`src/design/esd_pkg.sv`:
```
package esd_pkg;

	localparam int unsigned EPOCH_W  = 32;
	localparam int unsigned YEAR_W   = 12;
	localparam int unsigned MONTH_W  = 4;
	localparam int unsigned DAY_W    = 5;
	localparam int unsigned HOUR_W   = 5;
	localparam int unsigned MINUTE_W = 6;
	localparam int unsigned SECOND_W = 6;

	// Whole days since the epoch stay below 49711 for any 32-bit input.
	localparam int unsigned DAYS_W   = 16;
	localparam int unsigned YLEN_W   = 9;
	localparam int unsigned REM_W    = 6;
	// Each division takes two steps: form the product, then split it.
	localparam int unsigned STEP_W   = 1;

	localparam int unsigned OUT_BITS = YEAR_W + MONTH_W + DAY_W + HOUR_W + MINUTE_W + SECOND_W;
	localparam int unsigned OUT_W    = ((OUT_BITS + 7) / 8) * 8;

	localparam logic [REM_W:0]    SEC_PER_MIN   = 7'd60;
	localparam logic [REM_W:0]    HOUR_PER_DAY  = 7'd24;

	// Reciprocal constants: for any 32-bit n, n / 60 is (n * RECIP_60) >> SHIFT_60
	// and n / 3 is (n * RECIP_3) >> SHIFT_3. Division by 24 divides n >> 3 by 3.
	localparam logic [EPOCH_W-1:0] RECIP_60     = 32'h8888_8889;
	localparam int unsigned        SHIFT_60     = 37;
	localparam logic [EPOCH_W-1:0] RECIP_3      = 32'hAAAA_AAAB;
	localparam int unsigned        SHIFT_3      = 33;
	localparam int unsigned        PRE_SHIFT_24 = 3;

	localparam logic [YEAR_W-1:0] YEAR_BASE     = 12'd1970;
	// Only century year the calendar can reach that is a common year.
	localparam logic [YEAR_W-1:0] YEAR_CENTURY  = 12'd2100;
	localparam logic [YLEN_W-1:0] DAYS_COMMON   = 9'd365;
	localparam logic [YLEN_W-1:0] DAYS_LEAP     = 9'd366;
	localparam logic [DAY_W-1:0]  FEB_LEAP_DAYS = 5'd29;
	localparam logic [MONTH_W-1:0] MONTH_FEB    = 4'd1;
	localparam logic [MONTH_W-1:0] MONTH_LAST   = 4'd11;

	localparam logic [DAY_W-1:0] MONTH_DAYS [12] = '{
		5'd31, 5'd28, 5'd31, 5'd30, 5'd31, 5'd30,
		5'd31, 5'd31, 5'd30, 5'd31, 5'd30, 5'd31
	};

	typedef enum logic [1:0] {
		TGT_SEC,
		TGT_MIN,
		TGT_HOUR
	} div_tgt_t;

	typedef enum logic [2:0] {
		ST_IDLE,
		ST_DIV_SEC,
		ST_DIV_MIN,
		ST_DIV_HOUR,
		ST_YEAR,
		ST_MONTH,
		ST_DONE
	} esd_state_t;

	typedef struct packed {
		logic     load;
		logic     div_step;
		logic     div_last;
		div_tgt_t tgt;
		logic     yr_step;
		logic     mo_step;
		logic     out_load;
	} esd_cmd_t;

	typedef struct packed {
		logic year_fit;
		logic month_fit;
		logic out_free;
	} esd_stat_t;

	function automatic logic [DAY_W-1:0] month_len(input logic [MONTH_W-1:0] mo,
			input logic leap);
		logic [DAY_W-1:0] len;
		if (mo > MONTH_LAST) begin
			len = MONTH_DAYS[0];
		end else begin
			len = MONTH_DAYS[mo];
		end
		if (mo == MONTH_FEB && leap) begin
			len = FEB_LEAP_DAYS;
		end
		return len;
	endfunction

endpackage

```
`src/design/esd_datapath.sv`:
```
module esd_datapath (
	input  logic                               clk,
	input  logic                               arst_n,
	input  esd_pkg::esd_cmd_t                  cmd,
	output esd_pkg::esd_stat_t                 stat,
	input  logic [esd_pkg::EPOCH_W-1:0]        epoch_seconds,
	input  logic                               out_ready,
	output logic                               out_valid,
	output logic [esd_pkg::OUT_W-1:0]          out_data
);

	logic [esd_pkg::EPOCH_W-1:0]   work_q;
	logic [2*esd_pkg::EPOCH_W-1:0] prod_q;
	logic [esd_pkg::SECOND_W-1:0]  sec_q;
	logic [esd_pkg::MINUTE_W-1:0]  min_q;
	logic [esd_pkg::HOUR_W-1:0]    hour_q;
	logic [esd_pkg::DAYS_W-1:0]    days_q;
	logic [esd_pkg::YEAR_W-1:0]    year_q;
	logic [esd_pkg::MONTH_W-1:0]   mon_q;
	logic                          out_valid_q;
	logic [esd_pkg::OUT_W-1:0]     out_data_q;

	logic                          by_hour;
	logic [esd_pkg::REM_W:0]       divisor;
	logic [esd_pkg::EPOCH_W-1:0]   mul_a;
	logic [esd_pkg::EPOCH_W-1:0]   mul_b;
	logic [2*esd_pkg::EPOCH_W-1:0] prod;
	logic [2*esd_pkg::EPOCH_W-1:0] quot_wide;
	logic [esd_pkg::EPOCH_W-1:0]   quot;
	logic [esd_pkg::EPOCH_W-1:0]   back;
	logic [esd_pkg::EPOCH_W-1:0]   rem_wide;
	logic [esd_pkg::REM_W-1:0]     rem_next;
	logic                          leap;
	logic [esd_pkg::YLEN_W-1:0]    ylen;
	logic [esd_pkg::DAY_W-1:0]     mlen;

	// Division by a small constant as a reciprocal multiplication. The first
	// step registers the 32 by 32 product, the second takes the quotient from
	// its upper bits and the remainder by multiplying back.
	assign by_hour   = (cmd.tgt == esd_pkg::TGT_HOUR);
	assign divisor   = by_hour ? esd_pkg::HOUR_PER_DAY : esd_pkg::SEC_PER_MIN;
	assign mul_a     = by_hour ? (work_q >> esd_pkg::PRE_SHIFT_24) : work_q;
	assign mul_b     = by_hour ? esd_pkg::RECIP_3 : esd_pkg::RECIP_60;
	assign prod      = {{esd_pkg::EPOCH_W{1'b0}}, mul_a} * {{esd_pkg::EPOCH_W{1'b0}}, mul_b};
	assign quot_wide = by_hour ? (prod_q >> esd_pkg::SHIFT_3) : (prod_q >> esd_pkg::SHIFT_60);
	assign quot      = quot_wide[esd_pkg::EPOCH_W-1:0];
	assign back      = quot * {{(esd_pkg::EPOCH_W-esd_pkg::REM_W-1){1'b0}}, divisor};
	assign rem_wide  = work_q - back;
	assign rem_next  = rem_wide[esd_pkg::REM_W-1:0];

	// Years reachable here run 1970 to 2106; 2100 is the only century year
	// among them that is not a leap year.
	assign leap = (year_q[1:0] == 2'd0) && (year_q != esd_pkg::YEAR_CENTURY);
	assign ylen = leap ? esd_pkg::DAYS_LEAP : esd_pkg::DAYS_COMMON;
	assign mlen = esd_pkg::month_len(mon_q, leap);

	assign stat.year_fit  = (days_q < {{(esd_pkg::DAYS_W-esd_pkg::YLEN_W){1'b0}}, ylen});
	assign stat.month_fit = (mon_q == esd_pkg::MONTH_LAST) ||
	                        (days_q < {{(esd_pkg::DAYS_W-esd_pkg::DAY_W){1'b0}}, mlen});
	assign stat.out_free  = !out_valid_q || out_ready;

	always_ff @(posedge clk) begin
		if (cmd.load) begin
			work_q <= epoch_seconds;
		end else if (cmd.div_step) begin
			if (cmd.div_last) begin
				work_q <= quot;
				unique case (cmd.tgt)
					esd_pkg::TGT_SEC:  sec_q <= rem_next;
					esd_pkg::TGT_MIN:  min_q <= rem_next;
					esd_pkg::TGT_HOUR: begin
						hour_q <= rem_next[esd_pkg::HOUR_W-1:0];
						days_q <= quot[esd_pkg::DAYS_W-1:0];
						year_q <= esd_pkg::YEAR_BASE;
						mon_q  <= '0;
					end
					default: ;
				endcase
			end else begin
				prod_q <= prod;
			end
		end
		if (cmd.yr_step) begin
			days_q <= days_q - {{(esd_pkg::DAYS_W-esd_pkg::YLEN_W){1'b0}}, ylen};
			year_q <= year_q + 1'b1;
		end
		if (cmd.mo_step) begin
			days_q <= days_q - {{(esd_pkg::DAYS_W-esd_pkg::DAY_W){1'b0}}, mlen};
			mon_q  <= mon_q + 1'b1;
		end
		if (cmd.out_load) begin
			out_data_q <= {{(esd_pkg::OUT_W-esd_pkg::OUT_BITS){1'b0}},
			               sec_q, min_q, hour_q,
			               days_q[esd_pkg::DAY_W-1:0] + 1'b1,
			               mon_q + 1'b1,
			               year_q};
		end
	end

	always_ff @(posedge clk or negedge arst_n) begin
		if (!arst_n) begin
			out_valid_q <= 1'b0;
		end else if (cmd.out_load) begin
			out_valid_q <= 1'b1;
		end else if (out_ready) begin
			out_valid_q <= 1'b0;
		end
	end

	assign out_valid = out_valid_q;
	assign out_data  = out_data_q;

endmodule

```
`src/design/esd_ctrl.sv`:
```
module esd_ctrl (
	input  logic               clk,
	input  logic               arst_n,
	input  logic               in_valid,
	output logic               in_ready,
	input  esd_pkg::esd_stat_t stat,
	output esd_pkg::esd_cmd_t  cmd
);

	esd_pkg::esd_state_t         state_q;
	esd_pkg::esd_state_t         state_next;
	logic [esd_pkg::STEP_W-1:0]  step_q;
	logic                        last_step;
	logic                        dividing;

	assign last_step = (step_q == {esd_pkg::STEP_W{1'b1}});
	assign dividing  = (state_q == esd_pkg::ST_DIV_SEC) ||
	                   (state_q == esd_pkg::ST_DIV_MIN) ||
	                   (state_q == esd_pkg::ST_DIV_HOUR);

	always_comb begin
		state_next = state_q;
		unique case (state_q)
			esd_pkg::ST_IDLE:     if (in_valid) state_next = esd_pkg::ST_DIV_SEC;
			esd_pkg::ST_DIV_SEC:  if (last_step) state_next = esd_pkg::ST_DIV_MIN;
			esd_pkg::ST_DIV_MIN:  if (last_step) state_next = esd_pkg::ST_DIV_HOUR;
			esd_pkg::ST_DIV_HOUR: if (last_step) state_next = esd_pkg::ST_YEAR;
			esd_pkg::ST_YEAR:     if (stat.year_fit) state_next = esd_pkg::ST_MONTH;
			esd_pkg::ST_MONTH:    if (stat.month_fit) state_next = esd_pkg::ST_DONE;
			esd_pkg::ST_DONE:     if (stat.out_free) state_next = esd_pkg::ST_IDLE;
			default:              state_next = esd_pkg::ST_IDLE;
		endcase
	end

	always_comb begin
		cmd          = '0;
		cmd.tgt      = esd_pkg::TGT_SEC;
		in_ready     = 1'b0;
		unique case (state_q)
			esd_pkg::ST_IDLE: begin
				in_ready = 1'b1;
				cmd.load = in_valid;
			end
			esd_pkg::ST_DIV_SEC: begin
				cmd.div_step = 1'b1;
				cmd.div_last = last_step;
			end
			esd_pkg::ST_DIV_MIN: begin
				cmd.div_step = 1'b1;
				cmd.div_last = last_step;
				cmd.tgt      = esd_pkg::TGT_MIN;
			end
			esd_pkg::ST_DIV_HOUR: begin
				cmd.div_step = 1'b1;
				cmd.div_last = last_step;
				cmd.tgt      = esd_pkg::TGT_HOUR;
			end
			esd_pkg::ST_YEAR:  cmd.yr_step  = !stat.year_fit;
			esd_pkg::ST_MONTH: cmd.mo_step  = !stat.month_fit;
			esd_pkg::ST_DONE:  cmd.out_load = stat.out_free;
			default: ;
		endcase
	end

	always_ff @(posedge clk or negedge arst_n) begin
		if (!arst_n) begin
			state_q <= esd_pkg::ST_IDLE;
			step_q  <= '0;
		end else begin
			state_q <= state_next;
			if (dividing) begin
				step_q <= step_q + 1'b1;
			end else begin
				step_q <= '0;
			end
		end
	end

endmodule

```
`src/design/epoch_seconds_to_datetime_top.sv`:
```
// Converts an unsigned count of seconds since 1970-01-01 00:00:00 UTC into a
// Gregorian date and time of day, with the full leap-year rule.
// Input channel s_*: one word per conversion, tdata carries epoch_seconds.
// Output channel m_*: one word per input word, tdata carries year, month,
// day of month, hour, minute and second, packed from the lowest bit up.
// A conversion takes three constant divisions (by 60, 60 and 24), each a
// reciprocal multiplication that registers the product and then splits it.
// Then comes a walk over the years from 1970, a walk over the months of the
// year and a load of the output register; the year walk takes the largest
// share of a conversion. Only one word is in conversion at a time, so the
// next word can be taken in the cycle after the result is loaded.
// A finished result sits in an output register, so the next input word is
// taken as soon as the result has moved there, even while m_tready is low.
// If a second result is ready while the first is still stalled, the engine
// holds it until the output register is free. Reset clears the controller
// and the output valid flag; the controller idles ready, so s_tvalid must
// stay low while arst_n is low.
module epoch_seconds_to_datetime_top (
	input  logic                        clk,
	input  logic                        arst_n,
	input  logic                        s_tvalid,
	output logic                        s_tready,
	input  logic [esd_pkg::EPOCH_W-1:0] s_tdata,   // [31:0] epoch_seconds
	output logic                        m_tvalid,
	input  logic                        m_tready,
	// [11:0] year_value, [15:12] month_value, [20:16] day_of_month,
	// [25:21] hour_value, [31:26] minute_value, [37:32] second_value,
	// [39:38] zero
	output logic [esd_pkg::OUT_W-1:0]   m_tdata
);

	esd_pkg::esd_cmd_t  cmd;
	esd_pkg::esd_stat_t stat;

	// The controller sequences the divider, year walk and month walk.
	esd_ctrl u_ctrl (
		.clk      (clk),
		.arst_n   (arst_n),
		.in_valid (s_tvalid),
		.in_ready (s_tready),
		.stat     (stat),
		.cmd      (cmd)
	);

	// The datapath holds the working registers and the output register.
	esd_datapath u_dp (
		.clk           (clk),
		.arst_n        (arst_n),
		.cmd           (cmd),
		.stat          (stat),
		.epoch_seconds (s_tdata),
		.out_ready     (m_tready),
		.out_valid     (m_tvalid),
		.out_data      (m_tdata)
	);

endmodule

```
`config.mk`:
```
export PLATFORM = sky130hd
export DESIGN_NAME = epoch_seconds_to_datetime_top
export DESIGN_NICKNAME = d
export VERILOG_FILES = /design/src/design/esd_pkg.sv /design/src/design/esd_datapath.sv /design/src/design/esd_ctrl.sv /design/src/design/epoch_seconds_to_datetime_top.sv
export SDC_FILE = /design/constraint.sdc
export NUM_CORES = 1
export LEC_CHECK = 0
export BUFFER_PORTS_ARGS = -buffer_cell sky130_fd_sc_hd__buf_2
export CAP_MARGIN = 10
export CORE_MARGIN = 4
export CORE_UTILIZATION = 44
export DETAILED_ROUTE_END_ITERATION = 8
export PLACE_DENSITY = 0.7
export SKIP_CTS_REPAIR_TIMING = 1
export SLEW_MARGIN = 40
export SYNTH_ARGS = -nofsm -noshare
export SYNTH_HDL_FRONTEND = slang
export SYNTH_SLANG_ARGS = --single-unit
export TNS_END_PERCENT = 50
```
`constraint.sdc`:
```
create_clock -name clk -period 16.55 [get_ports clk]
set_clock_uncertainty 0.15 [all_clocks]
set_input_delay 3.31 -clock clk [delete_from_list [all_inputs] [get_ports clk]]
set_output_delay 3.31 -clock clk [all_outputs]
set_load 0.01 [all_outputs]
```
==> flow_metrics.tcl, run 1 <==
set metrics [dict create \
    yosys_warnings 0 \
    vias 18104 \
    gp_congestion 0.967 \
    crit_buf_inv 7 \
    clkLatencyLatePin_ps 440 \
    place_ws_ps 7470 \
    clock.fmax_mhz 109 \
    syn_to_final_growth_pct 7.90 \
    die_x_um 247 \
    hold_class "register to register" \
    yosysTopAreaCell "fa_1" \
    grtUsageTotal 0.255 \
    synth_seq_cells 155 \
    hold_viol 0 \
    worstSetupEndpointType "register" \
    dp_hpwl_um 68100 \
    r2r-start "u_ctrl.state_q[1]" \
    dr.pass1.iters 5 \
    ys.flop_type "edfxtp_1" \
    cp.depth 27 \
    synth_top_area_frac 0.309 \
    slowest_delay_ps 600 \
    regToRegEndpoint "u_dp.prod_q[58]" \
    synthCells 2530 \
    cp.arrival_ps 9230 \
    grt_util_met1 0.347 \
    synth-simple-area-share 0.0810 \
    synth_xor_area_frac 0.0351 \
    drv_slew 0 \
    setup_slack_ps 7340 \
    cts_tree "done" \
    cts_buffers 17 \
    dpl_cell_area_um2 26500 \
    outcome "completed" \
    ys_seq_area_frac 0.184 \
    num_io_pins 78 \
    grt_pass1_vias 18991 \
    io_buffers 75 \
    max_slew_margin 0.428 \
    drt_iter0_drc 1472 \
    path_class "register to register" \
    wire_per_inst_um 22.7 \
    maxCapViolations 0 \
    antenna_found_initial 2 \
    synth_top_family_by_area "adder cells" \
    fp.coreArea_um2 56500 \
    multi_input_area_um2 18000 \
    cts_num_sinks 155 \
    grt_use_met2 0.424 \
    cpLargestDelayFamily "adder cells" \
    clkTransAtPathRegs_ps 70 \
    fin_area_um2 27200 \
    syn_avg_cell_area_um2 9.95 \
    drc 0 \
    worstSetupEndpoint "u_dp.prod_q[58]" \
    ys_async_sr_fraction 0.0323 \
    final_nets 3424 \
    fin_crit_sh 0.557 \
    grt.busiest_layer "met2" \
    viasPerCell 5.37 \
    holdWs_ps 269 \
    die_area_um2 61100 \
    synth_most_common_cell "inv_1" \
    synth.area.top_cells "fa_1 (31%), ha_1 (20%), edfxtp_1 (18%), inv_1 (9.9%), nand2_1 (2.7%)" \
    r2r_setup_slack_ps 7340 \
    htreeDepth 4 \
    cp-start-kind "register" \
    overflow 0 \
    synth-compound-area-share 0.0811 \
    num_rows 87 \
    reg2reg_depth 27 \
    path_max_fanout 31 \
    drive_gt1_frac 0.0555 \
    grt_util_met3 0.0252 \
    yosys.area_share.adder 0.506 \
    nFillCells 5276 \
    grt_pass1_wl_um 116000 \
    regArea_um2 4630 \
    required_ps 16570 \
    synth_common_cells "inv_1 (667), ha_1 (397), fa_1 (389)" \
    cts_max_path_buffers 2 \
    finalSetupTns_ps 0 \
    synth.distinct_cells 70 \
    netlist_area_um2 25200 \
    synthMuxAreaShare 0.00477 \
    clock-root-buffer "clkbuf_16" \
    synth-edff-count 150 \
    drtAntennaViolNets 0 \
    final.min_clock_period_ps 9210 \
    crit_start "u_ctrl.state_q[1]" \
    start_util 0.446 \
    grt_max_degree 62 \
    die_h_um 247 \
    rsz0062_at_grt "false" \
    routed_wl_um 76400 \
    critPathSlowestCell "dfrtp_1" \
    setup_viol 0 \
    tightest_slew_ps 858 \
]
-- cell usage in the layout (no fill, tap or decap), types with 6 or more instances in the layout --
cell / Yosys / layout
ha_1: 397 / 397
a21oi_1: 120 / 117
nand2b_1: 10 / 10
and3_1: 30 / 30
nand3_1: 18 / 18
and2_1: 23 / 23
o211ai_1: 11 / 11
xor2_1: 41 / 41
nand2_1: 179 / 178
fa_1: 389 / 389
conb_1: 2 / 19
buf_2: 3 / 75
o21ai_0: 59 / 58
o21bai_1: 11 / 11
inv_6: 0 / 7
or2_2: 8 / 8
mux2i_1: 12 / 12
clkbuf_16: 0 / 17
nand4_1: 19 / 19
o21a_1: 10 / 10
a31oi_1: 16 / 16
inv_1: 667 / 667
a22oi_1: 6 / 6
buf_4: 2 / 9
nor2_1: 98 / 98
nor4_1: 7 / 7
nor3_1: 18 / 16
edfxtp_1: 150 / 150
a21o_1: 30 / 29
xnor2_1: 60 / 60
-- registers in the layout, summed over array words and instances (netlist names) --
signal / cells
u_ctrl.state_q: 3
u_dp.work_q: 32
u_dp.mon_q: 4
u_dp.out_valid: 1
u_dp.prod_q: 31
u_dp.days_q: 16
u_ctrl.last_step: 1
u_dp.sec_q: 6
u_dp.min_q: 6
u_dp.hour_q: 5
u_dp.year_q: 12
u_dp.out_data: 38
-- through the flow --
| step | utilization | instances |
|---|---|---|
| 2_1_floorplan | - | 2547 |
| 3_3_place_gp | 0.469 | 3337 |
| 3_5_place_dp | 0.469 | 3339 |
| 4_1_cts | 0.481 | 3370 |
| 5_1_grt | 0.481 | 3370 |
| 6_report | 0.481 | 3371 |
-- routing by layer --
metal,vias to the layer above,wire length (um)
met5,-,7
met4,2,3520
met3,112,3850
met2,620,36600
met1,9162,32400
li1,8208,-
-- cell families (layout without fill, tap and decap cells) --
logic type | after synthesis | in the layout
xor+xnor | 101 | 101
mux | 12 | 12
fa+ha+maj | 786 | 786
buf+inv | 717 | 784
flops | 155 | 155
simple gates | 434 | 434
other cells | 2 | 20
compound gates | 323 | 323
-- cell type report --
cell class / count / area share
multi-input combinational: 1675 / 0.661
timing repair buffer: 86 / 0.0174
tap: 756 / 0.0348
antenna: 1 / 0.0000921
inverter: 667 / 0.0921
clock buffer: 17 / 0.0157
sequential: 155 / 0.170
clock inverter: 14 / 0.00810
-- how the worst min path moves through the flow --
stage	start	to	slack (ps)	cells after the start
global placement	u_dp.sec_q[3]	u_dp.out_data[35]	250	0
floorplan	u_dp.hour_q[0]	u_dp.out_data[21]	250	0
finish	u_dp.min_q[3]	u_dp.out_data[29]	270	0
CTS	u_dp.min_q[3]	u_dp.out_data[29]	270	0
detailed placement	u_dp.min_q[3]	u_dp.out_data[29]	250	0
global route	u_dp.sec_q[3]	u_dp.out_data[35]	280	0
Power of run 1 is not shown: default switching activity piles up to over one toggle a cycle in this logic, so the estimate is an artifact.
==> inputs of run 2 (changes only) <==
- clock period: 16.55 -> 8.9 ns (I/O delays scaled with it)
==> flow_metrics.tcl, run 2 (synthesis results as in run 1) <==
set metrics [dict create \
    outcome "completed" \
    num_rows 87 \
    routed_wl_um 75700 \
    cp-start-kind "register" \
    antenna_found_initial 1 \
    drv_slew 0 \
    cp.arrival_ps 8490 \
    tightest_slew_ps 799 \
    fp.coreArea_um2 56500 \
    largest_reg_flops 38 \
    setup_viol 0 \
    htreeDepth 4 \
    drt_iter0_drc 1387 \
    crit_path_frequent_cell "inv_1" \
    grt_pass1_wl_um 116000 \
    die_area_um2 61100 \
    start_util 0.446 \
    cts_max_path_buffers 2 \
    num_io_pins 78 \
    required_ps 8910 \
    r2r_setup_slack_ps 430 \
    dp_hpwl_um 68000 \
    fin_crit_sh 0.952 \
    clkTransAtPathRegs_ps 70 \
    hold_viol 0 \
    final_nets 3459 \
    syn_to_final_growth_pct 8.81 \
    hold_class "register to register" \
    wire_per_inst_um 22.2 \
    finalSetupTns_ps 0 \
    viasPerCell 5.35 \
    final_common_cell "inv_1" \
    clock.fmax_mhz 118 \
    drive_gt1_frac 0.0679 \
    regToRegEndpoint "u_dp.prod_q[58]" \
    die_h_um 247 \
    antenna_cells 0 \
    whs_endpoint "u_dp.out_data[32]" \
    cts_tree "done" \
    gp_congestion 1.08 \
    drtAntennaViolNets 0 \
    grtUsageTotal 0.253 \
    vias 18226 \
    maxCapViolations 0 \
    worstHoldStart "u_dp.sec_q[0]" \
    cts_num_sinks 155 \
    io_buffers 75 \
    grt_pass1_vias 19461 \
    path_class "register to register" \
    path_max_fanout 41 \
    holdPathStages 0 \
    final_cell_mix "inv_1 (667), ha_1 (397), fa_1 (389)" \
    critPathSlowestCell "fa_1" \
    overflow 0 \
    clock-root-buffer "clkbuf_16" \
    worstSetupEndpointType "register" \
    clkLatencyLatePin_ps 430 \
    slowest_delay_ps 520 \
    cts_buffers 17 \
    die_x_um 247 \
    rsz0062_at_grt "false" \
    max_slew_margin 0.463 \
    r2r-start "u_ctrl.state_q[1]" \
    reg2reg_depth 29 \
    grt_max_degree 55 \
    dr.pass1.iters 5 \
    final.min_clock_period_ps 8470 \
    drc 0 \
]
run 2: cell types whose count changed in the layout (fill, tap and decap cells not counted), sizes merged:
cell / delta
diode: -1
bufinv: -3
clkinv: +4
inv: -2
buf: +35
clkinvlp: +2
run 2: worst max-delay path by stage:
stage,to,start,depth (start not counted)
3_5_place_dp,u_dp.prod_q[58],u_ctrl.state_q[1],30
2_1_floorplan,u_dp.prod_q[62],u_ctrl.state_q[2],30
5_1_grt,u_dp.prod_q[58],u_ctrl.state_q[1],30
6_report,u_dp.prod_q[58],u_ctrl.state_q[1],29
3_3_place_gp,u_dp.prod_q[58],u_ctrl.state_q[1],28
4_1_cts,u_dp.prod_q[58],u_ctrl.state_q[1],30
run 2: layer usage:
metal	global-route usage	wire length [um]	vias up
li1	-	-	8289
met1	0.333	31100	9157
met2	0.433	37000	635
met3	0.0306	4320	143
met4	0.0898	3280	2
met5	0	13	-
run 2: critical path, delay by kind of cell, from the launching register on:
| family | cells | cell delay, ps |
|---|---|---|
| AO/OA/AOI/OAI | 5 | 1210 |
| XOR/XNOR | 1 | 130 |
| flip-flops | 1 | 350 |
| buffers and inverters | 9 | 1340 |
| AND/OR/NAND/NOR | 5 | 1050 |
| adder cells (fa/ha/maj) | 9 | 3920 |
run 2: cell type report:
type / count / area, um2
Tap cell: 756 / 946
Clock inverter: 15 / 176
Fill cell: 5180 / 29100
Multi-Input combinational cell: 1675 / 18000
Clock buffer: 17 / 425
Sequential cell: 155 / 4630
Timing Repair Buffer: 121 / 761
Inverter: 667 / 2500
run 2: metrics by stage:
| step | worst slack (ps) | util | instance area, um2 | hold slack [ps] | cells |
|---|---|---|---|---|---|
| final | 425 | 0.485 | 27400 | 269 | 3406 |
| after global routing | 49.4 | 0.485 | 27400 | 280 | 3406 |
| after CTS | 518 | 0.485 | 27400 | 270 | 3406 |
| after detailed placement | 551 | 0.474 | 26800 | 255 | 3374 |
| after global placement | 441 | 0.474 | 26800 | 254 | 3372 |
| after floorplan | 356 | - | 25200 | 250 | 2547 |
Power of run 2 is left out for the same reason.
